--- src/rtl/core/dalm_pkg.sv ---
// dalm_pkg: types, form codes and the form decode table for the
// attribute length measure. No dependencies.
package dalm_pkg;

    localparam int unsigned LEB_IDX_W = 4;
    localparam int unsigned ACC_W     = 35;
    localparam int unsigned LEN_W     = 36;

    localparam logic OP_BEGIN = 1'b0;
    localparam logic OP_DATA  = 1'b1;

    localparam logic [1:0] ST_OK       = 2'd0;
    localparam logic [1:0] ST_UNKNOWN  = 2'd1;
    localparam logic [1:0] ST_TOO_LONG = 2'd2;

    localparam logic CFG_OFFSET_64 = 1'b0;
    localparam logic CFG_ADDR_SIZE = 1'b1;

    localparam logic [15:0] FORM_ADDR       = 16'h01;
    localparam logic [15:0] FORM_BLOCK2     = 16'h03;
    localparam logic [15:0] FORM_BLOCK4     = 16'h04;
    localparam logic [15:0] FORM_DATA2      = 16'h05;
    localparam logic [15:0] FORM_DATA4      = 16'h06;
    localparam logic [15:0] FORM_DATA8      = 16'h07;
    localparam logic [15:0] FORM_STRING     = 16'h08;
    localparam logic [15:0] FORM_BLOCK      = 16'h09;
    localparam logic [15:0] FORM_BLOCK1     = 16'h0a;
    localparam logic [15:0] FORM_DATA1      = 16'h0b;
    localparam logic [15:0] FORM_FLAG       = 16'h0c;
    localparam logic [15:0] FORM_SDATA      = 16'h0d;
    localparam logic [15:0] FORM_STRP       = 16'h0e;
    localparam logic [15:0] FORM_UDATA      = 16'h0f;
    localparam logic [15:0] FORM_REF_ADDR   = 16'h10;
    localparam logic [15:0] FORM_REF1       = 16'h11;
    localparam logic [15:0] FORM_REF2       = 16'h12;
    localparam logic [15:0] FORM_REF4       = 16'h13;
    localparam logic [15:0] FORM_REF8       = 16'h14;
    localparam logic [15:0] FORM_REF_UDATA  = 16'h15;
    localparam logic [15:0] FORM_INDIRECT   = 16'h16;
    localparam logic [15:0] FORM_SEC_OFFSET = 16'h17;
    localparam logic [15:0] FORM_EXPRLOC    = 16'h18;
    localparam logic [15:0] FORM_FLAG_PRES  = 16'h19;
    localparam logic [15:0] FORM_STRX       = 16'h1a;
    localparam logic [15:0] FORM_ADDRX      = 16'h1b;
    localparam logic [15:0] FORM_REF_SUP4   = 16'h1c;
    localparam logic [15:0] FORM_STRP_SUP   = 16'h1d;
    localparam logic [15:0] FORM_DATA16     = 16'h1e;
    localparam logic [15:0] FORM_LINE_STRP  = 16'h1f;
    localparam logic [15:0] FORM_REF_SIG8   = 16'h20;
    localparam logic [15:0] FORM_IMPL_CONST = 16'h21;
    localparam logic [15:0] FORM_LOCLISTX   = 16'h22;
    localparam logic [15:0] FORM_RNGLISTX   = 16'h23;
    localparam logic [15:0] FORM_REF_SUP8   = 16'h24;
    localparam logic [15:0] FORM_STRX1      = 16'h25;
    localparam logic [15:0] FORM_STRX2      = 16'h26;
    localparam logic [15:0] FORM_STRX3      = 16'h27;
    localparam logic [15:0] FORM_STRX4      = 16'h28;
    localparam logic [15:0] FORM_ADDRX1     = 16'h29;
    localparam logic [15:0] FORM_ADDRX2     = 16'h2a;
    localparam logic [15:0] FORM_ADDRX3     = 16'h2b;
    localparam logic [15:0] FORM_ADDRX4     = 16'h2c;

    typedef enum logic [5:0] {
        PH_IDLE        = 6'b000001,
        PH_LEB         = 6'b000010,
        PH_BLOCK_LEB   = 6'b000100,
        PH_INDIRECT    = 6'b001000,
        PH_STRING      = 6'b010000,
        PH_BLOCK_FIXED = 6'b100000
    } t_phase;

    typedef struct packed {
        t_phase                 phase;
        logic [31:0]            prefix;
        logic [ACC_W-1:0]       acc;
        logic                   big;
        logic [LEB_IDX_W-1:0]   idx;
        logic [2:0]             size_left;
    } t_state;

    typedef struct packed {
        logic        emit;
        logic        unknown;
        logic [4:0]  len;
        t_phase      phase;
        logic [2:0]  size_left;
    } t_disp;

    function automatic t_disp form_decode(input logic [15:0] form, input logic off64,
                                          input logic [3:0] addr_size);
        t_disp d;
        d.emit      = 1'b1;
        d.unknown   = 1'b0;
        d.len       = 5'd0;
        d.phase     = PH_IDLE;
        d.size_left = 3'd0;
        case (form)
            FORM_FLAG_PRES, FORM_IMPL_CONST: d.len = 5'd0;
            FORM_DATA1, FORM_FLAG, FORM_STRX1, FORM_REF1, FORM_ADDRX1: d.len = 5'd1;
            FORM_DATA2, FORM_REF2, FORM_STRX2, FORM_ADDRX2: d.len = 5'd2;
            FORM_STRX3, FORM_ADDRX3: d.len = 5'd3;
            FORM_STRX4, FORM_ADDRX4, FORM_DATA4, FORM_REF_SUP4, FORM_REF4: d.len = 5'd4;
            FORM_REF8, FORM_REF_SIG8, FORM_DATA8, FORM_REF_SUP8: d.len = 5'd8;
            FORM_DATA16: d.len = 5'd16;
            FORM_STRP, FORM_REF_ADDR, FORM_SEC_OFFSET, FORM_STRP_SUP, FORM_LINE_STRP:
                d.len = off64 ? 5'd8 : 5'd4;
            FORM_ADDR: d.len = {1'b0, addr_size};
            FORM_SDATA, FORM_UDATA, FORM_STRX, FORM_ADDRX, FORM_REF_UDATA,
            FORM_LOCLISTX, FORM_RNGLISTX: begin
                d.emit  = 1'b0;
                d.phase = PH_LEB;
            end
            FORM_BLOCK, FORM_EXPRLOC: begin
                d.emit  = 1'b0;
                d.phase = PH_BLOCK_LEB;
            end
            FORM_STRING: begin
                d.emit  = 1'b0;
                d.phase = PH_STRING;
            end
            FORM_BLOCK1: begin
                d.emit      = 1'b0;
                d.phase     = PH_BLOCK_FIXED;
                d.size_left = 3'd1;
            end
            FORM_BLOCK2: begin
                d.emit      = 1'b0;
                d.phase     = PH_BLOCK_FIXED;
                d.size_left = 3'd2;
            end
            FORM_BLOCK4: begin
                d.emit      = 1'b0;
                d.phase     = PH_BLOCK_FIXED;
                d.size_left = 3'd4;
            end
            FORM_INDIRECT: begin
                d.emit  = 1'b0;
                d.phase = PH_INDIRECT;
            end
            default: d.unknown = 1'b1;
        endcase
        return d;
    endfunction

endpackage

--- src/rtl/core/dalm_step.sv ---
// dalm_step: next-state and result logic for one beat of the length measure.
// Depends on dalm_pkg.
module dalm_step #(
    parameter int unsigned MAX_LEB_BYTES = 10
) (
    input  dalm_pkg::t_state  i_state,
    input  logic              i_opcode,
    input  logic [15:0]       i_form_code,
    input  logic [7:0]        i_data_byte,
    input  logic              i_off64,
    input  logic [3:0]        i_addr_size,
    output dalm_pkg::t_state  o_state,
    output logic              o_emit,
    output logic [31:0]       o_value_length,
    output logic [1:0]        o_status
);

    dalm_pkg::t_state                    s;
    dalm_pkg::t_disp                     d;
    logic [6:0]                          pay;
    logic [dalm_pkg::ACC_W-1:0]          leb_acc;
    logic                                leb_big;
    logic [dalm_pkg::LEB_IDX_W-1:0]      leb_idx;
    logic                                leb_done;
    logic [32:0]                         pre_sum;
    logic [31:0]                         pre_ind;
    logic                                ind_big;
    logic [dalm_pkg::ACC_W-1:0]          str_cnt;
    logic [dalm_pkg::ACC_W-1:0]          bf_acc;
    logic [2:0]                          bf_left;
    logic                                do_disp;
    logic [31:0]                         disp_pre;
    logic                                emit;
    logic                                unknown;
    logic                                len_big;
    logic [dalm_pkg::LEN_W-1:0]          len;
    logic [31:0]                         pre;
    logic [dalm_pkg::LEN_W:0]            total;
    logic                                too_long;

    assign s   = i_state;
    assign pay = i_data_byte[6:0];

    always_comb begin
        leb_acc = s.acc;
        leb_big = s.big;
        case (s.idx)
            4'd0: leb_acc[6:0]   = s.acc[6:0]   | pay;
            4'd1: leb_acc[13:7]  = s.acc[13:7]  | pay;
            4'd2: leb_acc[20:14] = s.acc[20:14] | pay;
            4'd3: leb_acc[27:21] = s.acc[27:21] | pay;
            4'd4: leb_acc[34:28] = s.acc[34:28] | pay;
            default: begin
                if (pay != 7'd0) begin
                    leb_big = 1'b1;
                end
            end
        endcase
        leb_idx  = s.idx + 4'd1;
        leb_done = !i_data_byte[7] || (leb_idx >= dalm_pkg::LEB_IDX_W'(MAX_LEB_BYTES));
    end

    always_comb begin
        bf_acc = s.acc;
        case (s.idx)
            4'd0: bf_acc[7:0]   = s.acc[7:0]   | i_data_byte;
            4'd1: bf_acc[15:8]  = s.acc[15:8]  | i_data_byte;
            4'd2: bf_acc[23:16] = s.acc[23:16] | i_data_byte;
            4'd3: bf_acc[31:24] = s.acc[31:24] | i_data_byte;
            default: bf_acc = s.acc;
        endcase
        bf_left = (s.size_left != 3'd0) ? s.size_left - 3'd1 : 3'd0;
    end

    assign pre_sum = {1'b0, s.prefix} + 33'(leb_idx);
    assign pre_ind = pre_sum[32] ? 32'hFFFF_FFFF : pre_sum[31:0];
    assign ind_big = leb_big || (leb_acc[dalm_pkg::ACC_W-1:16] != '0);
    assign str_cnt = s.acc[32] ? s.acc : s.acc + dalm_pkg::ACC_W'(1);
    assign d = dalm_pkg::form_decode((i_opcode == dalm_pkg::OP_BEGIN) ? i_form_code
                                     : leb_acc[15:0], i_off64, i_addr_size);

    always_comb begin
        o_state  = s;
        do_disp  = 1'b0;
        disp_pre = 32'd0;
        emit     = 1'b0;
        unknown  = 1'b0;
        len_big  = 1'b0;
        len      = '0;
        pre      = s.prefix;
        if (i_opcode == dalm_pkg::OP_BEGIN) begin
            do_disp = 1'b1;
        end else begin
            case (s.phase)
                dalm_pkg::PH_LEB: begin
                    o_state.acc = leb_acc;
                    o_state.big = leb_big;
                    o_state.idx = leb_idx;
                    if (leb_done) begin
                        emit = 1'b1;
                        len  = dalm_pkg::LEN_W'(leb_idx);
                    end
                end
                dalm_pkg::PH_BLOCK_LEB: begin
                    o_state.acc = leb_acc;
                    o_state.big = leb_big;
                    o_state.idx = leb_idx;
                    if (leb_done) begin
                        emit    = 1'b1;
                        len_big = leb_big;
                        len     = dalm_pkg::LEN_W'(leb_acc) + dalm_pkg::LEN_W'(leb_idx);
                    end
                end
                dalm_pkg::PH_INDIRECT: begin
                    o_state.acc = leb_acc;
                    o_state.big = leb_big;
                    o_state.idx = leb_idx;
                    if (leb_done) begin
                        if (ind_big) begin
                            emit    = 1'b1;
                            unknown = 1'b1;
                        end else begin
                            do_disp  = 1'b1;
                            disp_pre = pre_ind;
                        end
                    end
                end
                dalm_pkg::PH_STRING: begin
                    o_state.acc = str_cnt;
                    if (i_data_byte == 8'd0) begin
                        emit = 1'b1;
                        len  = dalm_pkg::LEN_W'(str_cnt);
                    end
                end
                dalm_pkg::PH_BLOCK_FIXED: begin
                    o_state.acc       = bf_acc;
                    o_state.idx       = s.idx + 4'd1;
                    o_state.size_left = bf_left;
                    if (bf_left == 3'd0) begin
                        emit = 1'b1;
                        len  = dalm_pkg::LEN_W'(bf_acc) + dalm_pkg::LEN_W'(s.idx + 4'd1);
                    end
                end
                default: o_state = s;
            endcase
        end
        if (do_disp) begin
            pre               = disp_pre;
            o_state.phase     = d.phase;
            o_state.prefix    = disp_pre;
            o_state.acc       = '0;
            o_state.big       = 1'b0;
            o_state.idx       = '0;
            o_state.size_left = d.size_left;
            emit              = d.emit;
            unknown           = d.unknown;
            len               = dalm_pkg::LEN_W'(d.len);
        end
        if (emit) begin
            o_state.phase     = dalm_pkg::PH_IDLE;
            o_state.prefix    = 32'd0;
            o_state.acc       = '0;
            o_state.big       = 1'b0;
            o_state.idx       = '0;
            o_state.size_left = 3'd0;
        end
    end

    assign total    = (dalm_pkg::LEN_W + 1)'(pre) + (dalm_pkg::LEN_W + 1)'(len);
    assign too_long = len_big || (total[dalm_pkg::LEN_W:32] != '0);

    always_comb begin
        o_emit = emit;
        if (unknown) begin
            o_value_length = 32'd0;
            o_status       = dalm_pkg::ST_UNKNOWN;
        end else if (too_long) begin
            o_value_length = 32'hFFFF_FFFF;
            o_status       = dalm_pkg::ST_TOO_LONG;
        end else begin
            o_value_length = total[31:0];
            o_status       = dalm_pkg::ST_OK;
        end
    end

endmodule

--- src/rtl/core/dwarf_attribute_length_measure.sv ---
// dwarf_attribute_length_measure: top level of the attribute length measure.
// Depends on dalm_pkg and dalm_step.
//
//  channel | direction | handshake               | payload
//  in      | sink      | i_in_valid / o_in_stall | i_opcode, i_form_code, i_data_byte
//  out     | source    | o_out_valid/i_out_stall | o_value_length, o_status
//  cfg     | sink      | i_cfg_we                | i_cfg_index, i_cfg_data
//
// One beat per cycle unless stalled; the beat that ends a result passes the input register,
// then the step logic into the result register.
// The measure state updates once per beat from the input register.
// Synchronous active-low reset; no clearing pass.
// Out stall holds the result register and, once the input register is full, the input.
module dwarf_attribute_length_measure #(
    parameter int unsigned MAX_LEB_BYTES = 10
) (
    input  logic        i_clk,
    input  logic        i_rst_n,
    input  logic        i_in_valid,
    output logic        o_in_stall,
    input  logic        i_opcode,
    input  logic [15:0] i_form_code,
    input  logic [7:0]  i_data_byte,
    output logic        o_out_valid,
    input  logic        i_out_stall,
    output logic [31:0] o_value_length,
    output logic [1:0]  o_status,
    input  logic        i_cfg_we,
    input  logic        i_cfg_index,
    input  logic [3:0]  i_cfg_data
);

    logic              r_in_valid;
    logic              r_in_op;
    logic [15:0]       r_in_form;
    logic [7:0]        r_in_byte;
    dalm_pkg::t_state  r_state;
    dalm_pkg::t_state  n_state;
    logic              r_out_valid;
    logic [31:0]       r_out_len;
    logic [1:0]        r_out_status;
    logic              r_off64;
    logic [3:0]        r_addr_size;

    logic              advance;
    logic              in_ready;
    logic              step_emit;
    logic [31:0]       step_len;
    logic [1:0]        step_status;

    assign advance  = !r_out_valid || !i_out_stall;
    assign in_ready = !r_in_valid || advance;

    dalm_step #(
        .MAX_LEB_BYTES(MAX_LEB_BYTES)
    ) u_step (
        .i_state        (r_state),
        .i_opcode       (r_in_op),
        .i_form_code    (r_in_form),
        .i_data_byte    (r_in_byte),
        .i_off64        (r_off64),
        .i_addr_size    (r_addr_size),
        .o_state        (n_state),
        .o_emit         (step_emit),
        .o_value_length (step_len),
        .o_status       (step_status)
    );

    always_ff @(posedge i_clk) begin
        if (!i_rst_n) begin
            r_in_valid        <= 1'b0;
            r_out_valid       <= 1'b0;
            r_off64           <= 1'b0;
            r_addr_size       <= 4'd8;
            r_state.phase     <= dalm_pkg::PH_IDLE;
            r_state.prefix    <= 32'd0;
            r_state.acc       <= '0;
            r_state.big       <= 1'b0;
            r_state.idx       <= '0;
            r_state.size_left <= 3'd0;
        end else begin
            if (i_cfg_we) begin
                case (i_cfg_index)
                    dalm_pkg::CFG_OFFSET_64: r_off64     <= i_cfg_data[0];
                    dalm_pkg::CFG_ADDR_SIZE: r_addr_size <= i_cfg_data;
                    default: r_off64 <= r_off64;
                endcase
            end
            if (in_ready) begin
                r_in_valid <= i_in_valid;
            end
            if (r_in_valid && advance) begin
                r_state <= n_state;
            end
            if (advance) begin
                r_out_valid <= r_in_valid && step_emit;
            end
        end
    end

    always_ff @(posedge i_clk) begin
        if (in_ready) begin
            r_in_op   <= i_opcode;
            r_in_form <= i_form_code;
            r_in_byte <= i_data_byte;
        end
        if (advance) begin
            r_out_len    <= step_len;
            r_out_status <= step_status;
        end
    end

    assign o_in_stall     = !in_ready;
    assign o_out_valid    = r_out_valid;
    assign o_value_length = r_out_len;
    assign o_status       = r_out_status;

endmodule

--- config.mk ---
export PLATFORM = sky130hd
export DESIGN_NAME = dwarf_attribute_length_measure
export DESIGN_NICKNAME = d
export VERILOG_FILES = /design/src/rtl/core/dalm_pkg.sv /design/src/rtl/core/dalm_step.sv /design/src/rtl/core/dwarf_attribute_length_measure.sv
export SDC_FILE = /design/constraint.sdc
export NUM_CORES = 1
export LEC_CHECK = 0
export ABC_AREA = 1
export BUFFER_PORTS_ARGS = -buffer_cell sky130_fd_sc_hd__buf_2
export CORE_ASPECT_RATIO = 1.2
export CORE_MARGIN = 4
export CORE_UTILIZATION = 50
export CTS_CLUSTER_SIZE = 28
export DETAILED_ROUTE_END_ITERATION = 7
export GPL_ROUTABILITY_DRIVEN = 0
export PLACE_DENSITY = 0.64
export SYNTH_ARGS = -nofsm -noshare
export SYNTH_HDL_FRONTEND = slang
export SYNTH_SLANG_ARGS = --single-unit
--- constraint.sdc ---
create_clock -name i_clk -period 6.3 [get_ports i_clk]
set_input_delay 1.26 -clock i_clk [delete_from_list [all_inputs] [get_ports i_clk]]
set_output_delay 1.26 -clock i_clk [all_outputs]
set_load 0.03 [all_outputs]
; ---- Yosys cells after proc, flatten, opt, wreduce, memory -nomap -nowiden
; Index checks and enable logic that the tools add are counted.
[classes]
addsub = 8
mul = 0
n_div = 0
order_cmp = 1
n_eq_ne = 53
shifts = 0
muxes = 60
bitwise = 10
reduce_logical = 49
[op_table]
columns = op, count
row1 = equality test 16 x 5 -> 1 bit (second input constant), 16
row2 = two-way mux 32 bit, 7
row3 = equality test 16 x 6 -> 1 bit (second input constant), 13
row4 = two-way mux 81 bit, 2
row5 = two-way mux 36 bit, 4
row6 = case mux 36 bit (4 select lines), 1
row7 = equality test 16 x 4 -> 1 bit (second input constant), 8
row8 = case mux 35 bit (3 select lines), 1
row9 = two-way mux 35 bit, 2
row10 = equality test 16 x 3 -> 1 bit (second input constant), 4
row11 = two-way mux 43 bit, 1
row12 = OR reduction 43 bit, 1
row13 = case mux 5 bit (8 select lines), 1
row14 = adder 32 x 36 -> 37 bit, 1
row15 = adder 35 x 36 -> 36 bit, 1
row16 = adder 35 x 4 -> 36 bit, 1
row17 = adder 35 x 1 -> 35 bit (second input constant), 1
row18 = two-way mux 7 bit, 5
row19 = OR 7 bit, 5
row20 = adder 32 x 4 -> 33 bit, 1
row21 = two-way mux 8 bit, 4
row22 = OR 8 bit, 4
row23 = case mux 6 bit (5 select lines), 1
row24 = two-way mux 1 bit, 22
row25 = 43 further kinds, 74
[totals]
regBits = 147
latch_bits = 0
ram_bits = 0
rom_bits = 0
inputBits = 35
output_inout_bits = 36
word_cells = 197
mem_count = 0

; ---- Depth between registers and ports, before layout
[logic_depth]
depth_word = 13
mapped_depth = 44
depth_no_buf = 42

; ---- By module
; From an unflattened synthesis, not the netlist that was laid out.
[hier_totals]
hier_cells = 2640
area_unflattened_um2 = 15846.4
[modules_own_cells]
columns = mod, n_inst, cells_per_inst, area_per_inst_um2, seq_area_each_um2
row1 = dalm_step, 1, 2016, 10144.7, 0.0
row2 = dwarf_attribute_length_measure, 1, 624, 5701.7, 3533.4

; ---- Least setup slack after synthesis
; No wires, ideal clock.
[synth_path]
path_type = reg-to-reg
startpoint = register r_state[3] (netlist bit)
endpoint = register r_out_len[22], in the netlist o_value_length[22] (data pin)
setup_time_ns = 0.253
t_arrival_ns = 5.555
t_required_ns = 6.047
slack_ns = 0.492
stages_incl_launch_ff = 37
n_path_buf = 2
period_less_slack_ns = 5.808
path_cell_list = dfxtp_1 > inv_1 > ha_1 > inv_1 > fa_1 > inv_1 > a31oi_1 > nor3_1 > nand2_1 > nor2_1 > nand2_1 > nor2_1 > nand2_1 > nor2_1 > clkbuf_1 > o21ai_0 > nand2_1 > ha_1 > inv_1 > fa_1 > o21ai_0 > nand3_1 > nand3_1 > inv_1 > o21ai_0 > nand2_1 > nand2_1 > nand2_1 > nand2_1 > nand3_1 > nand2_1 > nand2_1 > o21ai_1 > nand2_2 > nand2_4 > buf_8 > nand2_2
[synth_between]
elab_chain_len = 13
word_cells_on_any_way = 106
classes_between = add/sub: 6 / order compare: 1 / eq/ne: 47 / mux: 38 / reduce/logical: 14
[synth_rtl]
columns = item, line
row1 = from (decl), dwarf_attribute_length_measure.sv:37  ; dalm_pkg::t_state r_state;
row2 = from (signal assigned), dwarf_attribute_length_measure.sv:93  ; r_state <= n_state;
row3 = "parallel branches: the longest is 13 deep, another holds adder 32 x 36 -> 37 bit", -
row4 = to (signal assigned), dwarf_attribute_length_measure.sv:108  ; r_out_len <= step_len;
row5 = to (decl), dwarf_attribute_length_measure.sv:40  ; logic [31:0] r_out_len;
; Parallel ways; which one is timed is not known.
; A chain may end at the register's enable or synchronous reset.

; ---- Worst setup path after layout
[layout_path]
startpoint = register r_state[3] (netlist bit)
endpoint = register r_out_len[7], in the netlist o_value_length[7] (data pin)
; Same word-level chain as after synthesis.

==> summary.txt <==
CRITICAL PATH
-------------------------------------------------------------------------------------
Crit path max-delay cell type                                                    fa_1
Depth of the most critical reg-to-reg path                                         31
Worst Setup Path Type                                                    flop to flop
Worst r2r dst                                                            o_value_length[7]
Worst Setup End Kind                                                             flop
Arrival time reported for the critical path endpoint                          6.07 ns
Startpoint types                                                                 flop
Bufs and invs on worst path                                                         4
Largest fanout of any net on the critical path                                     17
Crit path max-delay family                                               simple AND/OR/NAND/NOR gates
Most Frequent Cell on Critical Path                                           nand2_1
Reg2Reg Launch Point                                                       r_state[3]
Required time at the endpoint of the critical path                            6.49 ns
Critical path's largest stage delay                                           0.42 ns
R2R setup slack                                                               0.41 ns

CLOCKING
-------------------------------------------------------------------------------------
TritonCTS clock tree                                                            built
Sinks on Clock Net                                                                147
CTS H-Tree Depth                                                                    4
Longest Clk Path Bufs                                                               2
CTS buffer count                                                                   17
Clock slew at reported path FFs                                               0.07 ns
Clk Latency, worst-skew pair                                                  0.45 ns
CTS Root Cell                                                               clkbuf_16

GLOBAL ROUTE
-------------------------------------------------------------------------------------
Combined global-route utilization of all metal layers                          32.90%
Vias in the first global route                                                 15.35k
Total overflow reported by the global router                                        0
Pin count of the biggest net entering global routing                               74
First-pass GRT wire length                                                  82,730 um
Antenna violations before repair                                                    0

SYNTH
-------------------------------------------------------------------------------------
Number of unique standard cell types used by synthesis                             64
Summed instance area of the synthesized netlist                          14,460 sq um
Number of cells produced by synthesis                                           2,367
Share of synthesized flip-flops with an asynchronous set or reset                  0%
Syn Nets                                                                        2,452
Post-Syn Area per Cell                                                    6.109 sq um
Primary FF master, synth                                                      dfxtp_1
Count of flip-flops with a built-in enable after synthesis                         59
Sequential element share of the synthesized area                               24.44%
Count of state elements after synthesis                                           147
Synthesis warning total                                                             0

FLOORPLANNING
-------------------------------------------------------------------------------------
Row Count                                                                          67
Ports                                                                              71
CORE AREA                                                                28,250 sq um
Die W                                                                        163.2 um
Die area                                                                 31,710 sq um
Die Span Y                                                                   194.3 um
Effective utilization at floorplan                                             51.18%

HOLD PATH
-------------------------------------------------------------------------------------
Classification of the worst-slack hold path                              flop to flop
Capture endpoint of the worst hold path                                    r_state[7]
Critical hold path startpoint                                              r_state[7]
Worst Hold Path Cells                                                               2

CELLS AND AREA
-------------------------------------------------------------------------------------
Share of final-layout standard cells stronger than drive strength 1            10.87%
Area growth from synthesis to layout                                           10.44%
Most frequent standard cell in the layout excluding fill and tap cells        nand2_1
Non-Filler Instances                                                            2,827
Commonest non-fill, non-tap cells in the layout                          636 x nand2_1, 300 x nor2_1, 259 x inv_1
Inserted Diodes                                                                     0
Nets                                                                            2,520

PLACED DESIGN
-------------------------------------------------------------------------------------
Count of buffers inserted at the top-level ports                                   70
Post-Place Cells                                                                2,790
Detailed-placement wirelength estimate                                      41,760 um

DETAILED ROUTING
-------------------------------------------------------------------------------------
Total wire length                                                           53,580 um
Vias after detailed routing                                                    16.60k
Pre-Repair DR Iteration Count                                                       6
Post-route DRC violation count                                                      0
Initial DRC Count                                                               1,800
Number of antenna-violating nets in the routed design                               0
Average routed wire per standard cell                                        18.95 um
Vias per cell                                                                   5.873

TIMING
-------------------------------------------------------------------------------------
Accumulated negative setup slack                                                 0 ns
Worst slew slack as a fraction of its limit                                    16.54%
Final worst-path cycle share                                                   93.41%
Max Clock Freq                                                             0.1699 GHz
Final-layout worst hold slack                                               0.4670 ns
Number of pins exceeding their max-slew limit in the final report                   0
Period minus WS final                                                        5.885 ns
Unrepaired setup endpoints after global routing                                    no
Slew at the pin closest to its max-slew limit                                1.250 ns
Number of failing setup endpoints in the final timing report                        0
Worst setup skew after layout                                              0.01584 ns
Number of endpoints with negative hold slack in the final report                    0

POWER
-------------------------------------------------------------------------------------
Maximum vdd ir drop                                                         0.1697 mV
PwrDens                                                                  145.1 nW/um^2
Leak Pwr                                                                     6.795 nW
Overall Power                                                              0.002317 W

RUN
-------------------------------------------------------------------------------------
Total of max-cap violations                                                         0

OUTCOME
-------------------------------------------------------------------------------------
Result of the run                                                           completed

tightest hold or removal path, stage by stage, from the launching register on:
cell	delay, ns
dfxtp_1	0.30
inv_1	0.07
a21oi_1	0.06
worst max path at each step:
stage | depth (start not counted) | end | start | slack (ns)
6_report | 31 | o_value_length[7] | r_state[3] | 0.41
5_1_grt | 34 | o_value_length[14] | r_state[4] | 0.02
4_1_cts | 33 | o_value_length[7] | r_state[3] | 0.14
3_5_place_dp | 33 | o_value_length[7] | r_state[3] | 0.15
3_3_place_gp | 30 | o_value_length[30] | r_state[3] | 0.31
2_1_floorplan | 36 | o_value_length[22] | r_state[3] | 0.49
flip-flops by register name, indices dropped and copies added (netlist names):
| signal | cells |
|---|---|
| o_value_length | 32 |
| r_off64 | 1 |
| r_in_valid | 1 |
| o_status | 2 |
| r_state | 81 |
| r_in_op | 1 |
| r_addr_size | 4 |
| r_in_form | 16 |
| o_out_valid | 1 |
| r_in_byte | 8 |
final cells by class:
class / instances / area, sq um
flip-flops and latches: 147 / 3535
clock inverters: 13 / 112.6
repair buffers: 120 / 742.0
multi-input cells: 1877 / 9619
fillers: 2912 / 12280
well taps: 379 / 474.2
inverters: 272 / 1021
clock buffers: 19 / 464.2
metal layers:
layer	vias up	part of all wire, %	routed length (um)	GRT usage [%]
li1	8045	-	-	-
met1	7386	39	21050	41.66
met2	930	44	23620	52.49
met3	242	9.5	5079	5.358
met4	0	7.1	3828	19.52
met5	-	0	0	0
cells by family (layout without fill, tap and decap cells):
group / count (synthesis) / count (layout) / share of synthesized area (%)
AOI/OAI and AO/OA: 477 / 477 / 19.06
DFF: 147 / 147 / 24.44
buffers and inverters: 344 / 424 / 9.597
xor gates and xnor gates: 57 / 57 / 3.453
adders and majority gates: 50 / 50 / 4.483
and+or+nand+nor: 1292 / 1293 / 38.98
synthesized netlist by cell type, types with 5 or more instances:
cell type  number  share of area (%)
a211oi_1        8               0.42
a21o_1         14               0.73
a21oi_1       179                6.2
a31oi_1        24                1.0
buf_2          17               0.59
buf_6           5               0.39
clkbuf_1       41                1.1
dfxtp_1        88                 12
edfxtp_1       59                 12
ha_1           47                4.1
inv_1         259                6.7
inv_2          11               0.29
nand2_1       637                 17
nand2_2        31                1.3
nand3_1       130                4.5
nand3_2        15                1.0
nand4_1        52                2.2
nor2_1        302                7.8
nor2_2         12               0.52
nor3_1         63                2.2
nor4_1         13               0.56
o211ai_1       18               0.93
o21a_1          7               0.36
o21ai_0       147                5.1
o21ai_1        15               0.52
o21bai_1        5               0.26
o221ai_1       10               0.61
o22ai_1         9               0.39
o31ai_1        10               0.52
or2_2          12               0.52
xnor2_1        12               0.73
xor2_1         45                2.7
report_power, final:
part | switching [W] | total [W] | internal [W]
clock network | 0.000500 | 0.00105 | 0.000551
registers | 0.0000205 | 0.00103 | 0.00101
logic | 0.000175 | 0.000239 | 0.0000639
repair_timing:
| action | in CTS | in global routing |
|---|---|---|
| setup endpoints to repair | 0 | 33 |
| hold buffers | 0 | 0 |
| resized for setup | 0 | 21 |
| buffers inserted | 0 | 4 |
metrics by stage:
step	area [sq um]	utilization (%)	setup WS (ns)
floorplan	14460	-	0.4918
global placement	15280	54.09	0.3083
detailed placement	15280	54.09	0.1462
CTS	15860	56.13	0.1353
global route	15970	56.52	0.01998
finish	15970	56.52	0.4149
Note: power is estimated with default switching activity, not from simulation.
